===== config.mk =====
export PLATFORM = sky130hd
export DESIGN_NAME = fqks_fifo
export DESIGN_NICKNAME = d
export VERILOG_FILES = /design/src/rtl/fqks_fifo.sv
export SDC_FILE = /design/constraint.sdc
export NUM_CORES = 1
export LEC_CHECK = 0
export BUFFER_PORTS_ARGS = -buffer_cell sky130_fd_sc_hd__buf_2
export CORE_MARGIN = 4
export CORE_UTILIZATION = 44
export CTS_CLUSTER_SIZE = 40
export DETAILED_ROUTE_END_ITERATION = 10
export PLACE_DENSITY = 0.69
export SLEW_MARGIN = 20
export SYNTH_ARGS = -nofsm -noshare
export SYNTH_HDL_FRONTEND = slang
export SYNTH_SLANG_ARGS = --single-unit

===== constraint.sdc =====
create_clock -name clk -period 1.47 [get_ports clk]
set_clock_uncertainty 0.15 [all_clocks]
set_input_delay 0 -clock clk [delete_from_list [all_inputs] [get_ports clk]]
set_output_delay 0 -clock clk [all_outputs]
set_load 0.1 [all_outputs]

===== src/rtl/fqks_fifo.sv =====
// Two-entry first-in first-out buffer of W-bit words with push/full and pop/empty.
// Stands between the front and the back and ahead of the result ports; no package needed.
module fqks_fifo #(
	parameter int W = 8
) (
	input  logic         clk,
	input  logic         arst_n,
	input  logic         push,
	input  logic [W-1:0] wdata,
	output logic         full,
	input  logic         pop,
	output logic [W-1:0] rdata,
	output logic         empty
);

	logic [W-1:0] slot_q [2];
	logic         wr_ptr_q;
	logic         rd_ptr_q;
	logic [1:0]   cnt_q;
	logic         push_ok;
	logic         pop_ok;

	assign full    = (cnt_q == 2'd2);
	assign empty   = (cnt_q == 2'd0);
	assign push_ok = push && !full;
	assign pop_ok  = pop && !empty;
	assign rdata   = slot_q[rd_ptr_q];

	always_ff @(posedge clk) begin
		if (push_ok) begin
			slot_q[wr_ptr_q] <= wdata;
		end
	end

	always_ff @(posedge clk or negedge arst_n) begin
		if (!arst_n) begin
			wr_ptr_q <= 1'b0;
			rd_ptr_q <= 1'b0;
			cnt_q    <= 2'd0;
		end else begin
			if (push_ok) begin
				wr_ptr_q <= ~wr_ptr_q;
			end
			if (pop_ok) begin
				rd_ptr_q <= ~rd_ptr_q;
			end
			cnt_q <= cnt_q + {1'b0, push_ok} - {1'b0, pop_ok};
		end
	end

endmodule


==> impl_metrics.py <==
metrics = {
    "status": {
        "outcome": "finished, violations left",
        "violations": "setup timing",
    },
    "worst_hold_path": {
        "holdPathStages": 4,
        "hp-class": "in -> reg",
        "hold-path-endpoint": "rd_ptr_q",
        "min_from": "pop",
    },
    "sta": {
        "maxSlewHeadroom": 0.846,
        "tightestPinTransition_ps": 231,
        "final_hold_viol_count": 0,
        "rsz0062_at_grt": "yes",
        "post-route-min-period_ps": 1600,
        "setup_tns_ps": -699,
        "max_freq_ghz": 0.623,
        "setup_slack_ps": -135,
        "min_period_over_period": 1.09,
        "slew_viol_final": 0,
        "finalSetupViolations": 10,
    },
    "synth": {
        "synthAdderAreaFrac": 0.0323,
        "synthCells": 43,
        "synth_mux_area_frac": 0.116,
        "synth.avg_cell_area_um2": 18.0,
        "synth_seq_cells": 20,
        "synth_compound_area_frac": 0,
        "synth_warnings": 0,
        "synth_xor_area_frac": 0.0452,
        "syn_area_um2": 776,
        "synth_top_family_by_area": "multiplexers",
        "synth_cell_types": 13,
        "postSynthNetCount": 57,
        "synth-simple-area-share": 0.0419,
        "ys_seq_area_frac": 0.748,
    },
    "cells_and_area": {
        "syn2layout_area_growth_pct": 74.8,
        "drive_gt1_frac": 0.636,
        "layout_common_cells": "edfxtp_1, dlygate4sd3_1, buf_2",
        "mostFrequentLayoutCell": "edfxtp_1",
        "final_core_util": 0.860,
        "num-nets-final": 104,
        "diodes": 0,
    },
    "setup_path": {
        "path_class": "reg -> reg",
        "rrSetupSlack_ps": -130,
        "critPathLaunchType": "register",
        "required_ps": 1510,
        "worstReg2RegStart": "cnt_q[0]",
        "crit_arrival_ps": 1640,
        "path_max_fanout": 3,
        "endpoint_kind": "register",
        "crit_start": "cnt_q[0]",
        "r2r_end": "cnt_q[1]",
        "reg2reg_depth": 7,
    },
    "grt": {
        "antenna_found_initial": 0,
        "grt_pass1_vias": 540,
        "grt.overflow.total": 0,
        "grt_pass1_wl_um": 2590,
        "grt_max_degree": 11,
        "track_usage": 0.146,
    },
    "routing": {
        "wl_met2_um": 1010,
        "wl_per_cell_um": 18.0,
        "dr_total_vias": 514,
        "vias_per_cell": 4.94,
        "wl_met1_um": 754,
        "met3_length_um": 44,
        "ant_nets": 0,
        "drtPass1Iterations": 4,
        "top_layer_used": "met4",
        "drc_errors": 0,
        "totalWireLength_um": 1880,
        "drt_iter0_markers": 5,
    },
    "clock_network": {
        "cts_buffer_depth": 2,
        "cts_root_buf": "clkbuf_4",
        "clk_pin_slew_ps": 110,
        "cts_buffers": 3,
        "cts_tree": "yes",
        "cts.sinks": 20,
        "clk_latency_ps": 300,
        "h-tree-depth": 1,
    },
    "floorplanning": {
        "die_y_um": 50.0,
        "start_util": 0.492,
        "core_um2": 1580,
        "die_x_um": 50.0,
        "ioPinCount": 22,
        "dieArea_um2": 2500,
        "placementRows": 14,
    },
    "placed_design": {
        "globalplace.congestion": 0.687,
        "detailed_place_hpwl_um": 904,
        "portBuffers": 21,
        "post-place-ws_ps": -205,
    },
    "job": {
        "maxCapViolCount": 0,
    },
}
[critical path, stage by stage, from the launching register on]
cell	delay [ps]
dfrtp_2	460
nor2_4	120
nor2b_2	70
ha_4	260
inv_2	40
ha_4	150
xnor2_2	120
xnor2_1	120
[cells in the mapped netlist]
cell type | number | share of area
dfrtp_1 | 4 | 0.13
edfxtp_1 | 16 | 0.62
nand2b_1 | 1 | 0.0081
nand2_1 | 1 | 0.0048
inv_1 | 2 | 0.0097
xor2_1 | 1 | 0.011
buf_2 | 1 | 0.0064
xnor2_1 | 3 | 0.034
mux2_2 | 8 | 0.12
nor2_1 | 2 | 0.0097
ha_1 | 2 | 0.032
and3_1 | 1 | 0.0081
nor2b_2 | 1 | 0.011
[sequential cells by signal, indices dropped and copies added, names as in the netlist]
name and cells:
slot_q 16, cnt_q 2, wr_ptr_q 1, rd_ptr_q 1
[how the worst max path moves through the flow]
stage | endpoint | slack, ps
after global routing | cnt_q[1] | -200
after floorplan | cnt_q[1] | -570
after CTS | cnt_q[1] | -120
after detailed placement | cnt_q[1] | -200
after global placement | cnt_q[1] | -160
final | cnt_q[1] | -130
[cells by family after synthesis]
| group | count (synthesis) |
|---|---|
| flops | 20 |
| mux | 8 |
| simple gates | 6 |
| xor+xnor | 4 |
| buf+inv | 3 |
| fa+ha+maj | 2 |
[metrics by stage]
stage	instance area, um2	instances	hold slack (ps)
final	1360	104	66.8
after global routing	1360	104	90.4
after CTS	1270	102	48.1
after detailed placement	978	83	-333
after global placement	978	83	-337
after floorplan	786	43	-446
[layer usage]
metal  up-vias  global-route usage
li1        246                   -
met4         0              0.0968
met1       252               0.161
met2        10               0.241
met5         -                   0
met3         6              0.0392
[repair_timing]
action,in CTS,in global routing
endpoints found under the setup margin,26,17
hold buffers,11,0
endpoints found under the hold margin,21,0
gates resized for setup,35,17
buffers inserted,6,2
cloned,0,0
pin swaps,5,3
[cell type report]
type / instances / area, um2
multi-input cells: 20 / 269
fillers: 61 / 220
clock buffers: 3 / 22.5
inverters: 2 / 7.51
well taps: 16 / 20.0
repair buffers: 43 / 453
flip-flops and latches: 20 / 584
Power is not shown: default switching activity piles up to over one toggle a cycle in this logic, so the estimate is an artifact.
