--- src/rtl/fqks_pkg.sv ---
// Shared widths, codes and record types of the record queue with key search.
// Used by fqks_front, fqks_back and fifo_queue_with_key_search_core; depends on nothing.
package fqks_pkg;

	localparam int FUNC_W    = 2;
	localparam int KEY_W     = 64;
	localparam int PROG_W    = 64;
	localparam int CRS_W     = 8;
	localparam int AVG_W     = 14;
	localparam int STAT_W    = 2;
	localparam int POS_W     = 6;
	localparam int OCC_W     = 7;
	localparam int DEPTH_DEF = 64;

	// operation codes on the func field
	localparam logic [FUNC_W-1:0] FN_ENQ  = 2'd0;
	localparam logic [FUNC_W-1:0] FN_DEQ  = 2'd1;
	localparam logic [FUNC_W-1:0] FN_SRCH = 2'd2;

	// result status codes
	localparam logic [STAT_W-1:0] ST_OK       = 2'd0;
	localparam logic [STAT_W-1:0] ST_FULL     = 2'd1;
	localparam logic [STAT_W-1:0] ST_EMPTY    = 2'd2;
	localparam logic [STAT_W-1:0] ST_NOTFOUND = 2'd3;

	typedef struct packed {
		logic [KEY_W-1:0]  key;
		logic [PROG_W-1:0] prog;
		logic [CRS_W-1:0]  courses;
		logic [AVG_W-1:0]  avg;
	} record_t;

	// command class flags; none set means no operation
	typedef struct packed {
		logic enq;
		logic deq;
		logic srch;
	} op_class_t;

	typedef struct packed {
		op_class_t op;
		record_t   rec;
	} cmd_t;

	typedef struct packed {
		logic [STAT_W-1:0] status;
		logic [POS_W-1:0]  position;
		record_t           rec;
		logic [OCC_W-1:0]  occupancy;
	} res_t;

endpackage

--- src/rtl/fqks_fifo.sv ---
// Two-entry first-in first-out buffer of W-bit words with push/full and pop/empty.
// Stands between the front and the back and ahead of the result ports; no package needed.
module fqks_fifo #(
	parameter int W = 8
) (
	input  logic         clk,
	input  logic         arst_n,
	input  logic         push,
	input  logic [W-1:0] wdata,
	output logic         full,
	input  logic         pop,
	output logic [W-1:0] rdata,
	output logic         empty
);

	logic [W-1:0] slot_q [2];
	logic         wr_ptr_q;
	logic         rd_ptr_q;
	logic [1:0]   cnt_q;
	logic         push_ok;
	logic         pop_ok;

	assign full    = (cnt_q == 2'd2);
	assign empty   = (cnt_q == 2'd0);
	assign push_ok = push && !full;
	assign pop_ok  = pop && !empty;
	assign rdata   = slot_q[rd_ptr_q];

	always_ff @(posedge clk) begin
		if (push_ok) begin
			slot_q[wr_ptr_q] <= wdata;
		end
	end

	always_ff @(posedge clk or negedge arst_n) begin
		if (!arst_n) begin
			wr_ptr_q <= 1'b0;
			rd_ptr_q <= 1'b0;
			cnt_q    <= 2'd0;
		end else begin
			if (push_ok) begin
				wr_ptr_q <= ~wr_ptr_q;
			end
			if (pop_ok) begin
				rd_ptr_q <= ~rd_ptr_q;
			end
			cnt_q <= cnt_q + {1'b0, push_ok} - {1'b0, pop_ok};
		end
	end

endmodule

--- src/rtl/fqks_front.sv ---
// Front end: accepts input transactions, sorts them into operation classes
// and queues them for the back end. Depends on fqks_pkg and fqks_fifo.
module fqks_front (
	input  logic                        clk,
	input  logic                        arst_n,
	input  logic                        push,
	output logic                        full,
	input  logic [fqks_pkg::FUNC_W-1:0] func,
	input  fqks_pkg::record_t           rec,
	output logic                        cmd_valid,
	output fqks_pkg::cmd_t              cmd,
	input  logic                        cmd_pop
);
	import fqks_pkg::*;

	cmd_t cmd_in;
	logic cmd_empty;

	// decode the operation once here; code 3 leaves all flags low
	always_comb begin
		cmd_in.op.enq  = (func == FN_ENQ);
		cmd_in.op.deq  = (func == FN_DEQ);
		cmd_in.op.srch = (func == FN_SRCH);
		cmd_in.rec     = rec;
	end

	fqks_fifo #(.W($bits(cmd_t))) u_cmdq (
		.clk   (clk),
		.arst_n(arst_n),
		.push  (push),
		.wdata (cmd_in),
		.full  (full),
		.pop   (cmd_pop),
		.rdata (cmd),
		.empty (cmd_empty)
	);

	assign cmd_valid = !cmd_empty;

endmodule

--- config.mk ---
export PLATFORM = sky130hd
export DESIGN_NAME = fqks_front
export DESIGN_NICKNAME = d
export VERILOG_FILES = /design/src/rtl/fqks_pkg.sv /design/src/rtl/fqks_fifo.sv /design/src/rtl/fqks_front.sv
export SDC_FILE = /design/constraint.sdc
export NUM_CORES = 1
export LEC_CHECK = 0
export ABC_CLOCK_PERIOD_IN_PS = 15600
export BUFFER_PORTS_ARGS = -buffer_cell sky130_fd_sc_hd__buf_2
export CAP_MARGIN = 20
export CORE_UTILIZATION = 50
export DETAILED_ROUTE_END_ITERATION = 7
export PLACE_DENSITY = 0.77
export SLEW_MARGIN = 5
export SYNTH_ARGS = -nofsm -noshare
export SYNTH_HDL_FRONTEND = slang
export SYNTH_SLANG_ARGS = --single-unit
--- constraint.sdc ---
create_clock -name clk -period 15.6 [get_ports clk]
set_clock_uncertainty 0.1 [all_clocks]
set_input_delay 2.34 -clock clk [delete_from_list [all_inputs] [get_ports clk]]
set_output_delay 2.34 -clock clk [all_outputs]
set_load 0.01 [all_outputs]
==> run_summary.xml <==
<?xml version="1.0" encoding="UTF-8"?>
<metrics>
  <group name="sta">
    <metric name="final.period_utilization" unit="%">38.9</metric>
    <metric name="finalMaxSlewViolations" unit="">0</metric>
    <metric name="slew_at_the_pin_closest_to_its_max_slew_limit" unit="ns">1.05</metric>
    <metric name="grt_setup_unrepaired" unit="">false</metric>
    <metric name="setup-tns-final" unit="ns">0</metric>
    <metric name="timing.fmax" unit="MHz">165</metric>
    <metric name="period_needed" unit="ns">6.07</metric>
    <metric name="final-hold-violation-count" unit="">0</metric>
    <metric name="setup_viol" unit="">0</metric>
    <metric name="relSlewSlack" unit="%">29.7</metric>
  </group>
  <group name="layout">
    <metric name="most_frequent_cells_in_the_layout" unit="">buf_2, edfxtp_1, mux2_2</metric>
    <metric name="area_growth" unit="%">23.9</metric>
    <metric name="layout.cell_area.non_filler" unit="µm²">14200</metric>
    <metric name="nets" unit="">988</metric>
    <metric name="layout.cells.most_common" unit="">buf_2</metric>
    <metric name="finalNonFillerCells" unit="">1141</metric>
    <metric name="finish.utilization" unit="%">63.1</metric>
    <metric name="drive_gt1_share" unit="%">59.7</metric>
  </group>
  <group name="cts">
    <metric name="clock_insertion_delay_worst_skew" unit="ns">0.53</metric>
    <metric name="tritoncts" unit="">yes</metric>
    <metric name="cts.hold.buffers_added" unit="">0</metric>
    <metric name="clockBufferDepth" unit="">3</metric>
    <metric name="cts_inserted_buffers" unit="">30</metric>
    <metric name="htree_num_levels" unit="">1</metric>
    <metric name="cts.sinks" unit="">310</metric>
    <metric name="clk_pin_slew" unit="ns">0.06</metric>
    <metric name="cts_repair_resize_count" unit="">0</metric>
    <metric name="clock-root-buffer" unit="">clkbuf_16</metric>
    <metric name="cts_post_setup_buffers_inserted" unit="">0</metric>
  </group>
  <group name="worst_setup_path">
    <metric name="cp_capture_type" unit="">primary output</metric>
    <metric name="required" unit="ns">13.16</metric>
    <metric name="critical_path.max_fanout" unit="">68</metric>
    <metric name="setup_crit_path_kind" unit="">register to primary output</metric>
    <metric name="arrival" unit="ns">3.63</metric>
    <metric name="critical_path.startpoint_type" unit="">register</metric>
  </group>
  <group name="pwr">
    <metric name="power_density" unit="nW/µm²">187</metric>
    <metric name="total_power" unit="mW">2.66</metric>
    <metric name="power_leakage" unit="nW">5.51</metric>
    <metric name="max-vdd-ir-drop" unit="V">0.000139</metric>
  </group>
  <group name="synthesis">
    <metric name="synth.yosys.seq_area_share" unit="%">80.8</metric>
    <metric name="synth.yosys.warnings" unit="">0</metric>
    <metric name="yosys-top-cells-area" unit="">edfxtp_1, mux2_2, mux2_4, dfrtp_1, buf_6</metric>
    <metric name="synth_nets" unit="">657</metric>
    <metric name="share_of_yosys_cell_area_claimed_by_the_top_area_cell_type" unit="%">79.9</metric>
    <metric name="netlist_instances" unit="">499</metric>
    <metric name="synth_cell_type_count" unit="">17</metric>
    <metric name="synth_area_leader_cell" unit="">edfxtp_1</metric>
    <metric name="synth.cell_area" unit="µm²">11500</metric>
    <metric name="synth_area_per_cell" unit="µm²">23.0</metric>
    <metric name="ys_ff_latch" unit="">310</metric>
  </group>
  <group name="worst_hold_path">
    <metric name="holdCritPathClass" unit="">register to register</metric>
  </group>
  <group name="routing">
    <metric name="antenna_violating_nets_post_route" unit="">0</metric>
    <metric name="detailedRoute.firstIterationViolations" unit="">279</metric>
    <metric name="firstDrtPassIters" unit="">4</metric>
    <metric name="wl" unit="mm">20.9</metric>
    <metric name="detailroute.via_count" unit="">5709</metric>
    <metric name="post_drt_via_cell_ratio" unit="">5.00</metric>
    <metric name="drc_errors" unit="">0</metric>
    <metric name="post_drt_wl_per_cell" unit="µm">18.3</metric>
  </group>
  <group name="place">
    <metric name="place.detailed.hpwl" unit="mm">13.9</metric>
    <metric name="placed_area" unit="µm²">13300</metric>
    <metric name="finalWeightedCongestion" unit="">0.753</metric>
    <metric name="port-buffer-count" unit="">310</metric>
    <metric name="placed_cells" unit="">1083</metric>
  </group>
  <group name="grt">
    <metric name="grt_first_pass_wirelength" unit="mm">31.3</metric>
    <metric name="grt_overflow_total" unit="">0</metric>
    <metric name="grt_max_degree" unit="">69</metric>
    <metric name="grtUsageTotal" unit="%">17.1</metric>
    <metric name="number_of_antenna_violations_at_the_first_check_in_global_routing" unit="">2</metric>
    <metric name="grt_pass1_vias" unit="">5947</metric>
  </group>
  <group name="floorplanning">
    <metric name="boundaryPins" unit="">311</metric>
    <metric name="floorplan.initialDensity" unit="%">50.9</metric>
    <metric name="die_h" unit="µm">154</metric>
    <metric name="die_width" unit="µm">154</metric>
    <metric name="floorplan.die_area" unit="µm²">23600</metric>
    <metric name="placeableCoreArea" unit="µm²">22600</metric>
    <metric name="rows" unit="">55</metric>
  </group>
  <group name="job">
    <metric name="maxCapViolCount" unit="">0</metric>
  </group>
  <group name="status">
    <metric name="status" unit="">complete, no violations</metric>
  </group>
</metrics>
[routing by layer]
metal | part of all wire, % | wire length, µm | global-route usage, %
met1 | 39 | 8230 | 20.6
met2 | 50 | 10400 | 29.1
met3 | 8.8 | 1850 | 5.64
met4 | 2.0 | 424 | 5.33
met5 | 0.048 | 10 | 0
[stage by stage]
step | setup slack, ns | hold slack [ns]
final | 9.53 | 0.467
after CTS | 9.50 | 0.468
after global routing | 9.30 | 0.487
after detailed placement | 10.06 | 0.456
after floorplan | 6.05 | 0.360
after global placement | 10.08 | 0.446
[report_power, final]
part           internal [mW]  switching, mW
Combinational          0.384          0.423
Sequential              1.14         0.0535
Clock                  0.377          0.280
Total                   1.90          0.756
[cell families after synthesis]
family | Yosys count | synth area share (%)
multiplexers | 153 | 16.9
adder cells (fa/ha/maj) | 2 | 0.218
AND/OR/NAND/NOR | 9 | 0.425
flip-flops | 310 | 80.8
buffers and inverters | 21 | 1.31
XOR/XNOR | 4 | 0.305
[registers in the layout (all words and copies together) (netlist names)]
register / cells
u_cmdq.slot_q: 306
u_cmdq.cnt_q: 2
u_cmdq.wr_ptr_q: 1
u_cmdq.rd_ptr_q: 1
[final cells by class]
class	instances	area, µm²
Clock buffer	38	802
Tap cell	285	357
Fill cell	1614	8330
Sequential cell	310	9290
Multi-Input combinational cell	168	2070
Timing Repair Buffer	316	1600
Inverter	4	15.0
Clock inverter	18	106
Antenna cell	2	5.00
[synthesized netlist by cell type, drive strengths merged]
cell type	n
nor2b	2
dfrtp	4
and2	1
buf	17
inv	4
nor2	2
edfxtp	306
mux2	153
and3	1
nand2b	1
nand2	1
or2	1
xnor2	3
ha	2
xor2	1
[critical path, cell delays in order (launching register included)]
cell,delay (ns)
dfrtp_4,0.62
buf_4,0.83
buf_4,0.94
mux2_2,0.43
buf_2,0.14
[final timing paths]
kind | from | endpoint | slack (ns) | cells past startpoint
max in group asynchronous | arst_n | u_cmdq.rd_ptr_q | 13.73 | 1
max reg2reg | u_cmdq.cnt_q[1] | u_cmdq.slot_q[0][119] | 13.02 | 4
max | u_cmdq.rd_ptr_q | cmd[28] | 9.53 | 4
min | u_cmdq.wr_ptr_q | u_cmdq.wr_ptr_q | 0.47 | 1
min in group asynchronous | arst_n | u_cmdq.wr_ptr_q | 1.52 | 1
min reg2reg | u_cmdq.wr_ptr_q | u_cmdq.wr_ptr_q | 0.47 | 1
Note: power is estimated with default switching activity, not from simulation.
